**src/rtl/atfb_pkg.sv**
```systemverilog
// Shared types and constants of the transmit-request frame builder.
`timescale 1ns / 1ps
package atfb_pkg;

    // Frame constants
    localparam logic [7:0]  START_DELIM   = 8'h7E;
    localparam logic [7:0]  FRAME_TYPE_TX = 8'h10;
    localparam logic [15:0] LEN_OVERHEAD  = 16'd14;
    localparam logic [7:0]  CSUM_BASE     = 8'hFF;

    // Configuration register reset values
    localparam logic [63:0] RST_DEST_WIDE  = 64'd0;
    localparam logic [15:0] RST_DEST_SHORT = 16'hFFFE;
    localparam logic [7:0]  RST_FRAME_ID   = 8'h01;
    localparam logic [7:0]  RST_RADIUS     = 8'h00;
    localparam logic [7:0]  RST_OPTIONS    = 8'h00;

    // Configuration register indexes
    localparam int unsigned CFG_IDX_W = 3;
    localparam logic [CFG_IDX_W-1:0] CFG_DEST_WIDE  = 3'd0;
    localparam logic [CFG_IDX_W-1:0] CFG_DEST_SHORT = 3'd1;
    localparam logic [CFG_IDX_W-1:0] CFG_FRAME_ID   = 3'd2;
    localparam logic [CFG_IDX_W-1:0] CFG_RADIUS     = 3'd3;
    localparam logic [CFG_IDX_W-1:0] CFG_OPTIONS    = 3'd4;

    // Request type codes
    localparam logic REQ_START = 1'b0;
    localparam logic REQ_DATA  = 1'b1;

    // Byte positions of a start command
    localparam logic [4:0] STEP_DELIM    = 5'd0;
    localparam logic [4:0] STEP_LEN_HI   = 5'd1;
    localparam logic [4:0] STEP_LEN_LO   = 5'd2;
    localparam logic [4:0] STEP_TYPE     = 5'd3;
    localparam logic [4:0] STEP_ID       = 5'd4;
    localparam logic [4:0] STEP_WIDE_B7  = 5'd5;
    localparam logic [4:0] STEP_WIDE_B6  = 5'd6;
    localparam logic [4:0] STEP_WIDE_B5  = 5'd7;
    localparam logic [4:0] STEP_WIDE_B4  = 5'd8;
    localparam logic [4:0] STEP_WIDE_B3  = 5'd9;
    localparam logic [4:0] STEP_WIDE_B2  = 5'd10;
    localparam logic [4:0] STEP_WIDE_B1  = 5'd11;
    localparam logic [4:0] STEP_WIDE_B0  = 5'd12;
    localparam logic [4:0] STEP_SHORT_HI = 5'd13;
    localparam logic [4:0] STEP_SHORT_LO = 5'd14;
    localparam logic [4:0] STEP_RADIUS   = 5'd15;
    localparam logic [4:0] STEP_OPTIONS  = 5'd16;
    localparam logic [4:0] STEP_CSUM     = 5'd17;

    // Command queue
    localparam int unsigned CMD_DEPTH = 4;
    localparam int unsigned CMD_AW    = $clog2(CMD_DEPTH);
    localparam int unsigned CMD_CW    = $clog2(CMD_DEPTH + 1);

    typedef enum logic [1:0] {
        CMD_START,
        CMD_DATA,
        CMD_STRAY
    } t_cmd_kind;

    typedef struct packed {
        t_cmd_kind   kind;
        logic [15:0] flen;   // frame length field, start only
        logic [7:0]  data;   // payload byte, data only
        logic        close;  // checksum follows this command
    } t_cmd;

    typedef struct packed {
        logic [63:0] dest_wide;
        logic [15:0] dest_short;
        logic [7:0]  frame_id;
        logic [7:0]  radius;
        logic [7:0]  options;
    } t_cfg;

    typedef struct packed {
        logic [7:0] out_byte;
        logic       frame_end;
        logic       run_last;
        logic       error;
    } t_res;

endpackage

```
**src/rtl/atfb_in_if.sv**
```systemverilog
// Request channel interface of the frame builder.
`timescale 1ns / 1ps
interface atfb_in_if;
    logic        valid;
    logic        ready;
    logic        req_type;
    logic [15:0] payload_len;
    logic [7:0]  data_byte;

    modport source (output valid, output req_type, output payload_len, output data_byte,
                    input ready);
    modport sink   (input valid, input req_type, input payload_len, input data_byte,
                    output ready);
endinterface

```
**src/rtl/atfb_out_if.sv**
```systemverilog
// Byte output channel interface of the frame builder.
`timescale 1ns / 1ps
interface atfb_out_if;
    logic       valid;
    logic       ready;
    logic [7:0] out_byte;
    logic       frame_end;
    logic       run_last;
    logic       error;

    modport source (output valid, output out_byte, output frame_end, output run_last,
                    output error, input ready);
    modport sink   (input valid, input out_byte, input frame_end, input run_last,
                    input error, output ready);
endinterface

```
**src/rtl/api_tx_frame_builder.sv**
```systemverilog
// Top level of the API transmit-request frame builder.
//
// Channel   Dir  Modport  Payload
// i_req     in   sink     req_type, payload_len[15:0], data_byte[7:0]
// o_res     out  source   out_byte[7:0], frame_end, run_last, error
// i_cfg_*   in   -        write enable, 3-bit register index, 64-bit data
//
// One output byte per cycle unless stalled. A start transaction yields 17
// header bytes (18 with checksum for an empty payload), a payload
// transaction one or two. The byte sequencer and its output register set
// the rate; the front end takes a new request each cycle while the 4-entry
// command queue has room. Synchronous active-low reset clears frame state,
// queue and output valid, and loads the configuration defaults. A stalled
// output holds its byte while the front keeps filling the queue.
`timescale 1ns / 1ps
module api_tx_frame_builder (
    input  logic                          i_clk,
    input  logic                          i_rst_n,
    atfb_in_if.sink                       i_req,
    atfb_out_if.source                    o_res,
    input  logic                          i_cfg_we,
    input  logic [atfb_pkg::CFG_IDX_W-1:0] i_cfg_idx,
    input  logic [63:0]                   i_cfg_data
);
    import atfb_pkg::*;

    t_cfg r_cfg;
    t_cmd front_cmd;
    t_cmd head_cmd;
    logic cmd_push;
    logic cmd_pop;
    logic cmd_full;
    logic cmd_valid;

    // Configuration registers; the user writes only while idle (not enforced)
    always_ff @(posedge i_clk) begin
        if (!i_rst_n) begin
            r_cfg.dest_wide  <= RST_DEST_WIDE;
            r_cfg.dest_short <= RST_DEST_SHORT;
            r_cfg.frame_id   <= RST_FRAME_ID;
            r_cfg.radius     <= RST_RADIUS;
            r_cfg.options    <= RST_OPTIONS;
        end else if (i_cfg_we) begin
            case (i_cfg_idx)
                CFG_DEST_WIDE:  r_cfg.dest_wide  <= i_cfg_data;
                CFG_DEST_SHORT: r_cfg.dest_short <= i_cfg_data[15:0];
                CFG_FRAME_ID:   r_cfg.frame_id   <= i_cfg_data[7:0];
                CFG_RADIUS:     r_cfg.radius     <= i_cfg_data[7:0];
                CFG_OPTIONS:    r_cfg.options    <= i_cfg_data[7:0];
                default: begin
                end
            endcase
        end
    end

    // Front: classify requests, track open frame and remaining length
    atfb_front u_front (
        .i_clk      (i_clk),
        .i_rst_n    (i_rst_n),
        .i_req      (i_req),
        .i_cmd_full (cmd_full),
        .o_cmd_push (cmd_push),
        .o_cmd      (front_cmd)
    );

    // Decoupling queue
    atfb_cmd_fifo u_fifo (
        .i_clk   (i_clk),
        .i_rst_n (i_rst_n),
        .i_push  (cmd_push),
        .i_cmd   (front_cmd),
        .i_pop   (cmd_pop),
        .o_full  (cmd_full),
        .o_valid (cmd_valid),
        .o_cmd   (head_cmd)
    );

    // Back: byte sequencing, checksum, output register
    atfb_back u_back (
        .i_clk       (i_clk),
        .i_rst_n     (i_rst_n),
        .i_cfg       (r_cfg),
        .i_cmd_valid (cmd_valid),
        .i_cmd       (head_cmd),
        .o_cmd_pop   (cmd_pop),
        .o_res       (o_res)
    );

endmodule

```
**src/rtl/atfb_front.sv**
```systemverilog
// Request front end: accepts requests, tracks frame state, issues commands.
`timescale 1ns / 1ps
module atfb_front (
    input  logic           i_clk,
    input  logic           i_rst_n,
    atfb_in_if.sink        i_req,
    input  logic           i_cmd_full,
    output logic           o_cmd_push,
    output atfb_pkg::t_cmd o_cmd
);
    import atfb_pkg::*;

    logic        r_open;
    logic [15:0] r_left;
    logic        n_open;
    logic [15:0] n_left;

    assign i_req.ready = !i_cmd_full;
    assign o_cmd_push  = i_req.valid && !i_cmd_full;

    always_comb begin
        o_cmd.kind  = CMD_STRAY;
        o_cmd.flen  = i_req.payload_len + LEN_OVERHEAD;
        o_cmd.data  = i_req.data_byte;
        o_cmd.close = 1'b0;
        n_open      = r_open;
        n_left      = r_left;
        if (i_req.req_type == REQ_START) begin
            o_cmd.kind  = CMD_START;
            o_cmd.close = (i_req.payload_len == 16'd0);
            n_open      = (i_req.payload_len != 16'd0);
            n_left      = i_req.payload_len;
        end else if (r_open) begin
            o_cmd.kind  = CMD_DATA;
            o_cmd.close = (r_left == 16'd1);
            n_open      = (r_left != 16'd1);
            n_left      = r_left - 16'd1;
        end
    end

    always_ff @(posedge i_clk) begin
        if (!i_rst_n) begin
            r_open <= 1'b0;
            r_left <= 16'd0;
        end else if (o_cmd_push) begin
            r_open <= n_open;
            r_left <= n_left;
        end
    end

endmodule

```
**src/rtl/atfb_cmd_fifo.sv**
```systemverilog
// Small command queue between front end and byte sequencer.
`timescale 1ns / 1ps
module atfb_cmd_fifo (
    input  logic           i_clk,
    input  logic           i_rst_n,
    input  logic           i_push,
    input  atfb_pkg::t_cmd i_cmd,
    input  logic           i_pop,
    output logic           o_full,
    output logic           o_valid,
    output atfb_pkg::t_cmd o_cmd
);
    import atfb_pkg::*;

    t_cmd              r_mem [CMD_DEPTH];
    logic [CMD_AW-1:0] r_wr_ptr;
    logic [CMD_AW-1:0] r_rd_ptr;
    logic [CMD_CW-1:0] r_count;

    assign o_full  = (r_count == CMD_CW'(CMD_DEPTH));
    assign o_valid = (r_count != '0);
    assign o_cmd   = r_mem[r_rd_ptr];

    always_ff @(posedge i_clk) begin
        if (i_push) begin
            r_mem[r_wr_ptr] <= i_cmd;
        end
    end

    always_ff @(posedge i_clk) begin
        if (!i_rst_n) begin
            r_wr_ptr <= '0;
            r_rd_ptr <= '0;
            r_count  <= '0;
        end else begin
            if (i_push) begin
                r_wr_ptr <= r_wr_ptr + CMD_AW'(1);
            end
            if (i_pop) begin
                r_rd_ptr <= r_rd_ptr + CMD_AW'(1);
            end
            if (i_push && !i_pop) begin
                r_count <= r_count + CMD_CW'(1);
            end else if (i_pop && !i_push) begin
                r_count <= r_count - CMD_CW'(1);
            end
        end
    end

`ifndef SYNTH
    a_no_overflow: assert property (@(posedge i_clk) disable iff (!i_rst_n)
        r_count <= CMD_CW'(CMD_DEPTH))
        else $error("command queue count beyond depth");
    a_no_underflow: assert property (@(posedge i_clk) disable iff (!i_rst_n)
        i_pop |-> r_count != '0)
        else $error("command queue popped while empty");
`endif

endmodule

```
**src/rtl/atfb_back.sv**
```systemverilog
// Byte sequencer: expands commands into frame bytes, keeps checksum.
`timescale 1ns / 1ps
module atfb_back (
    input  logic           i_clk,
    input  logic           i_rst_n,
    input  atfb_pkg::t_cfg i_cfg,
    input  logic           i_cmd_valid,
    input  atfb_pkg::t_cmd i_cmd,
    output logic           o_cmd_pop,
    atfb_out_if.source     o_res
);
    import atfb_pkg::*;

    logic [4:0] r_step;
    logic [7:0] r_sum;
    logic       r_out_valid;
    t_res       r_out;

    logic       advance;
    logic       is_last;
    logic       is_csum;
    logic       summed;
    logic [7:0] hdr_byte;
    t_res       res;
    logic [4:0] n_step;
    logic [7:0] n_sum;

    assign advance = i_cmd_valid && (!r_out_valid || o_res.ready);
    assign o_cmd_pop = advance && is_last;

    // Header byte for the current position of a start command
    always_comb begin
        case (r_step)
            STEP_DELIM:    hdr_byte = START_DELIM;
            STEP_LEN_HI:   hdr_byte = i_cmd.flen[15:8];
            STEP_LEN_LO:   hdr_byte = i_cmd.flen[7:0];
            STEP_TYPE:     hdr_byte = FRAME_TYPE_TX;
            STEP_ID:       hdr_byte = i_cfg.frame_id;
            STEP_WIDE_B7:  hdr_byte = i_cfg.dest_wide[63:56];
            STEP_WIDE_B6:  hdr_byte = i_cfg.dest_wide[55:48];
            STEP_WIDE_B5:  hdr_byte = i_cfg.dest_wide[47:40];
            STEP_WIDE_B4:  hdr_byte = i_cfg.dest_wide[39:32];
            STEP_WIDE_B3:  hdr_byte = i_cfg.dest_wide[31:24];
            STEP_WIDE_B2:  hdr_byte = i_cfg.dest_wide[23:16];
            STEP_WIDE_B1:  hdr_byte = i_cfg.dest_wide[15:8];
            STEP_WIDE_B0:  hdr_byte = i_cfg.dest_wide[7:0];
            STEP_SHORT_HI: hdr_byte = i_cfg.dest_short[15:8];
            STEP_SHORT_LO: hdr_byte = i_cfg.dest_short[7:0];
            STEP_RADIUS:   hdr_byte = i_cfg.radius;
            STEP_OPTIONS:  hdr_byte = i_cfg.options;
            default:       hdr_byte = CSUM_BASE - r_sum;
        endcase
    end

    always_comb begin
        res     = '0;
        is_last = 1'b1;
        is_csum = 1'b0;
        summed  = 1'b0;
        case (i_cmd.kind)
            CMD_START: begin
                res.out_byte = hdr_byte;
                is_csum      = (r_step == STEP_CSUM);
                summed       = (r_step >= STEP_TYPE) && (r_step <= STEP_OPTIONS);
                is_last      = is_csum || ((r_step == STEP_OPTIONS) && !i_cmd.close);
            end
            CMD_DATA: begin
                if (r_step == STEP_DELIM) begin
                    res.out_byte = i_cmd.data;
                    summed       = 1'b1;
                    is_last      = !i_cmd.close;
                end else begin
                    res.out_byte = CSUM_BASE - r_sum;
                    is_csum      = 1'b1;
                end
            end
            default: begin
                res.error = 1'b1;
            end
        endcase
        res.frame_end = is_csum;
        res.run_last  = is_last;
    end

    always_comb begin
        n_step = is_last ? 5'd0 : r_step + 5'd1;
        n_sum  = r_sum;
        if (is_csum || (i_cmd.kind == CMD_START && r_step == STEP_DELIM)) begin
            n_sum = 8'd0;
        end else if (summed) begin
            n_sum = r_sum + res.out_byte;
        end
    end

    always_ff @(posedge i_clk) begin
        if (!i_rst_n) begin
            r_step      <= 5'd0;
            r_sum       <= 8'd0;
            r_out_valid <= 1'b0;
        end else begin
            if (advance) begin
                r_step      <= n_step;
                r_sum       <= n_sum;
                r_out_valid <= 1'b1;
            end else if (o_res.ready) begin
                r_out_valid <= 1'b0;
            end
        end
    end

    always_ff @(posedge i_clk) begin
        if (advance) begin
            r_out <= res;
        end
    end

    assign o_res.valid     = r_out_valid;
    assign o_res.out_byte  = r_out.out_byte;
    assign o_res.frame_end = r_out.frame_end;
    assign o_res.run_last  = r_out.run_last;
    assign o_res.error     = r_out.error;

`ifndef SYNTH
    a_end_is_last: assert property (@(posedge i_clk) disable iff (!i_rst_n)
        (r_out_valid && r_out.frame_end) |-> r_out.run_last)
        else $error("checksum byte not marked last");
    a_err_alone: assert property (@(posedge i_clk) disable iff (!i_rst_n)
        (r_out_valid && r_out.error) |-> (r_out.run_last && !r_out.frame_end))
        else $error("error result malformed");
`endif

endmodule

```
**src/flat_wrapper.sv**
```systemverilog
// flat-port wrapper written by rule: the top's interface ports become plain ports
module api_tx_frame_builder_flat import atfb_pkg::*;
  (i_clk, i_rst_n, i_cfg_we, i_cfg_idx, i_cfg_data, i_req_valid, i_req_req_type, i_req_payload_len, i_req_data_byte, i_req_ready, o_res_valid, o_res_out_byte, o_res_frame_end, o_res_run_last, o_res_error, o_res_ready);
  atfb_in_if i_req_i ();
  atfb_out_if o_res_i ();
  input  logic i_clk;
  input  logic i_rst_n;
  input  logic i_cfg_we;
  input  logic [atfb_pkg::CFG_IDX_W-1:0] i_cfg_idx;
  input  logic [63:0] i_cfg_data;
  input wire logic [$bits(i_req_i.valid)-1:0] i_req_valid;
  input wire logic [$bits(i_req_i.req_type)-1:0] i_req_req_type;
  input wire logic [$bits(i_req_i.payload_len)-1:0] i_req_payload_len;
  input wire logic [$bits(i_req_i.data_byte)-1:0] i_req_data_byte;
  output wire logic [$bits(i_req_i.ready)-1:0] i_req_ready;
  output wire logic [$bits(o_res_i.valid)-1:0] o_res_valid;
  output wire logic [$bits(o_res_i.out_byte)-1:0] o_res_out_byte;
  output wire logic [$bits(o_res_i.frame_end)-1:0] o_res_frame_end;
  output wire logic [$bits(o_res_i.run_last)-1:0] o_res_run_last;
  output wire logic [$bits(o_res_i.error)-1:0] o_res_error;
  input wire logic [$bits(o_res_i.ready)-1:0] o_res_ready;
  assign i_req_i.valid = i_req_valid;
  assign i_req_i.req_type = i_req_req_type;
  assign i_req_i.payload_len = i_req_payload_len;
  assign i_req_i.data_byte = i_req_data_byte;
  assign i_req_ready = i_req_i.ready;
  assign o_res_valid = o_res_i.valid;
  assign o_res_out_byte = o_res_i.out_byte;
  assign o_res_frame_end = o_res_i.frame_end;
  assign o_res_run_last = o_res_i.run_last;
  assign o_res_error = o_res_i.error;
  assign o_res_i.ready = o_res_ready;
  api_tx_frame_builder u_core (.i_clk(i_clk), .i_rst_n(i_rst_n), .i_req(i_req_i), .o_res(o_res_i), .i_cfg_we(i_cfg_we), .i_cfg_idx(i_cfg_idx), .i_cfg_data(i_cfg_data));
endmodule
```
**config.mk**
```make
export PLATFORM = sky130hd
export DESIGN_NAME = api_tx_frame_builder_flat
export DESIGN_NICKNAME = d
export VERILOG_FILES = /design/src/rtl/atfb_pkg.sv /design/src/rtl/atfb_in_if.sv /design/src/rtl/atfb_out_if.sv /design/src/rtl/api_tx_frame_builder.sv /design/src/rtl/atfb_front.sv /design/src/rtl/atfb_cmd_fifo.sv /design/src/rtl/atfb_back.sv /design/src/flat_wrapper.sv
export SDC_FILE = /design/constraint.sdc
export NUM_CORES = 1
export LEC_CHECK = 0
export ABC_CLOCK_PERIOD_IN_PS = 10850
export BUFFER_PORTS_ARGS = -buffer_cell sky130_fd_sc_hd__buf_2
export CAP_MARGIN = 20
export CORE_MARGIN = 3
export CORE_UTILIZATION = 45
export DETAILED_ROUTE_END_ITERATION = 8
export GPL_TIMING_DRIVEN = 0
export PLACE_DENSITY = 0.72
export SETUP_SLACK_MARGIN = 0.4
export SKIP_CTS_REPAIR_TIMING = 1
export SYNTH_ARGS = -nofsm -noshare
export SYNTH_HDL_FRONTEND = slang
export SYNTH_SLANG_ARGS = --single-unit
```
**constraint.sdc**
```tcl
create_clock -name i_clk -period 10.85 [get_ports i_clk]
set_clock_uncertainty 0.1 [all_clocks]
set_input_delay 1.085 -clock i_clk [delete_from_list [all_inputs] [get_ports i_clk]]
set_output_delay 1.085 -clock i_clk [all_outputs]
set_load 0.05 [all_outputs]
```
==> metrics.yaml <==
area_overhead_of_the_layout_relative_to_synthesis_pct: 16.9
pre_cts_ws_ps: 5840
timing.final.crit_period_ps: 5080
outcome: "completed"
synth_top_cell_area_share_pct: 29.6
numClockSinks: 263
timing.critical_path.to_type: "register"
critPathMaxStageDelay_ps: 860
finalMaxSlewViolations: 0
p_int_mw: 2.08
power.clock.fraction_pct: 32.2
static-leakage-power_nw: 5.02
final_setup_violations: 0
replace_congestion: 0.951
clk_pin_slew_worst_paths_ps: 60
cts_max_path_buffers: 3
synth_async_sr_flop_share_pct: 0
most-common-layout-cells: "nand2_1, dfxtp_1, buf_2, edfxtp_1, a21boi_0"
drtPass1Iterations: 5
synth_nets: 1264
die_y_um: 170
dp_hpwl_um: 23600
tritoncts: "yes"
final_ant_viol_nets: 0
setup.reg_to_reg.worst_slack_ps: 5770
antenna_found_initial: 1
initial_utilization_pct: 46.0
detail_route.wirelength_um: 32400
timing_hold_violations_final: 0
die_x_um: 170
mostFrequentLayoutCell: "nand2_1"
initialDrtViolationCount: 840
synthesis.area_um2: 12100
vias_per_cell: 5.68
critical_path.slowest_cell: "o41ai_1"
synth_sequential_area_ratio_pct: 53.6
placement.io_buffers: 106
cp_cell_sequence: "ha_1 -> clkbuf_1 -> clkbuf_1 -> and3_1 -> ha_1 -> clkbuf_1 -> a221oi_1 -> o21ai_0 -> o41ai_1 -> a21oi_1 -> ha_1 -> a21o_1 -> a21o_1 -> a21oi_1 -> mux2i_1 -> o21ai_0 -> a21boi_0"
synth-edff-count: 119
critical_path.startpoint_type: "register"
wl_per_cell_um: 19.7
worst-slew-pin-transition_ps: 1100
design.portCount: 110
part_of_the_total_power_dissipated_in_combinational_logic_pct: 28.8
critical_path.top_delay_family: "compound AO/OA/AOI/OAI gates"
clk_latency_ps: 540
layout-drive-gt1-share_pct: 16.7
finish.net_count: 1405
cts_h_tree_depth: 1
grt_first_pass_wirelength_um: 50200
critPathKind: "reg2reg"
power.density_cell_area_nw_per_um2: 218
crit_buf_inv: 3
fp.dieArea_um2: 28800
rsz0062_at_grt: "no"
layout_setup_ws_ps: 5770
cp.arrival_ps: 5450
min_period_over_period_pct: 46.8
postSynthCellCount: 1145
fmax_ghz: 0.197
max-cap-violations: 0
ys_types: 71
placementRows: 59
hold_path.class: "reg2reg"
cts-buffers-inserted: 28
yosysWarningCount: 0
grt_max_degree: 18
power.switching_fraction_pct: 32.2
irDropWorstVdd_mv: 0.118
pwr-share-seq_pct: 39.1
grt_pass1_vias: 8970
root_buffer: "clkbuf_16"
totalPowerFinal_mw: 3.07
synth.top_cells.by_area: "edfxtp_1, dfxtp_1, nand2_1, a21boi_0, mux4_2"
syn-mean-instance-area_um2: 10.5
timing.setup.tns_ps: 0
flip_flop_and_latch_count_after_synthesis: 263
fin_hold_ws_ps: 364
via_count: 9337
drc_violations_left: 0
critical_path.max_fanout: 10
yosys_top_cell_by_area: "edfxtp_1"
gr-usage-all-layers_pct: 22.2
switching_power_uw: 990
fin_util_pct: 53.8
core_area_um2: 26200
slew_headroom_pct: 26.7
grt.overflow.total: 0
crit_required_ps: 11220
diodes: 0
ys_dominant_reg_cell: "dfxtp_1"
[tightest hold or removal path, cell delays in order, from the launching register on]
cell      delay (ps)
dfxtp_1          310
nand2_1           50
a21boi_0          60
[layout make-up]
class                           count  area (um^2)
Buffer                             71          297
Clock buffer                       40          827
Clock inverter                     12          143
Fill cell                        2302        12100
Inverter                           23         86.3
Multi-Input combinational cell    788         5220
Sequential cell                   263         6460
Tap cell                          335          419
Timing Repair Buffer              111          646
[power by group through the flow]
stage / clock [mW] / combinational, mW / sequential (mW)
2_1_floorplan: 0 / 0.547 / 1.29
3_3_place_gp: 0 / 0.846 / 1.22
3_5_place_dp: 0 / 0.869 / 1.22
4_1_cts: 1.00 / 0.875 / 1.20
5_1_grt: 1.04 / 0.955 / 1.21
6_report: 0.988 / 0.884 / 1.20
[per-layer routing]
metal | global-route usage [%] | up-vias | routed length, um
met4 | 8.75 | 2 | 1430
met3 | 3.17 | 73 | 2010
met1 | 30.3 | 4504 | 14100
met5 | 0 | - | 13
li1 | - | 4424 | -
met2 | 35.9 | 334 | 14900
[path summary, 6_finish.rpt]
path                            end                    start  cells past startpoint
max          u_core.u_back.r_sum[6]  u_core.u_back.r_step[0]                     17
min                 u_core.r_cfg[8]          u_core.r_cfg[8]                      2
max reg2reg  u_core.u_back.r_sum[6]  u_core.u_back.r_step[0]                     17
min reg2reg         u_core.r_cfg[8]          u_core.r_cfg[8]                      2
[synth_stat cells (9+ instances only)]
master and number:
a21boi_0 92, a21oi_1 32, a22o_1 9, a22oi_1 21, a2bb2oi_1 9, a31oi_1 10, and2_1 16, buf_2 12
clkbuf_1 53, dfxtp_1 144, edfxtp_1 119, ha_1 20, inv_1 21, mux2i_1 18, mux4_2 28, nand2_1 262
nand3_1 29, nor2_1 36, nor2b_1 18, nor3_1 15, o21ai_0 23, xnor2_1 18
[through the flow]
| step | std cells | instance area [um^2] |
|---|---|---|
| after floorplan | 1145 | 12100 |
| after global placement | 1586 | 13000 |
| after detailed placement | 1591 | 13100 |
| after CTS | 1643 | 14100 |
| after global routing | 1643 | 14100 |
| final | 1643 | 14100 |
[logic make-up after synthesis]
logic type / after synthesis / synth area share, %
and+or+nand+nor: 424 / 15.8
AOI/OAI and AO/OA: 268 / 16.2
DFF: 263 / 53.6
buffers and inverters: 94 / 3.18
muxes: 49 / 7.01
xor gates and xnor gates: 25 / 1.82
adders and majority gates: 22 / 2.41
[sequential cells by signal, indices dropped and copies added (netlist names), named ones only]
signal                         count
u_core.r_cfg                     104
u_core.u_back.o_res.error          1
u_core.u_back.o_res.frame_end      1
u_core.u_back.o_res.out_byte       8
u_core.u_back.o_res.run_last       1
u_core.u_back.o_res.valid          1
u_core.u_back.r_step               5
u_core.u_back.r_sum                8
u_core.u_fifo.r_count              3
u_core.u_fifo.r_mem              108
u_core.u_fifo.r_rd_ptr             2
u_core.u_fifo.r_wr_ptr             2
u_core.u_front.r_left             16
u_core.u_front.r_open              1
Note: power is estimated with default switching activity, not from simulation.
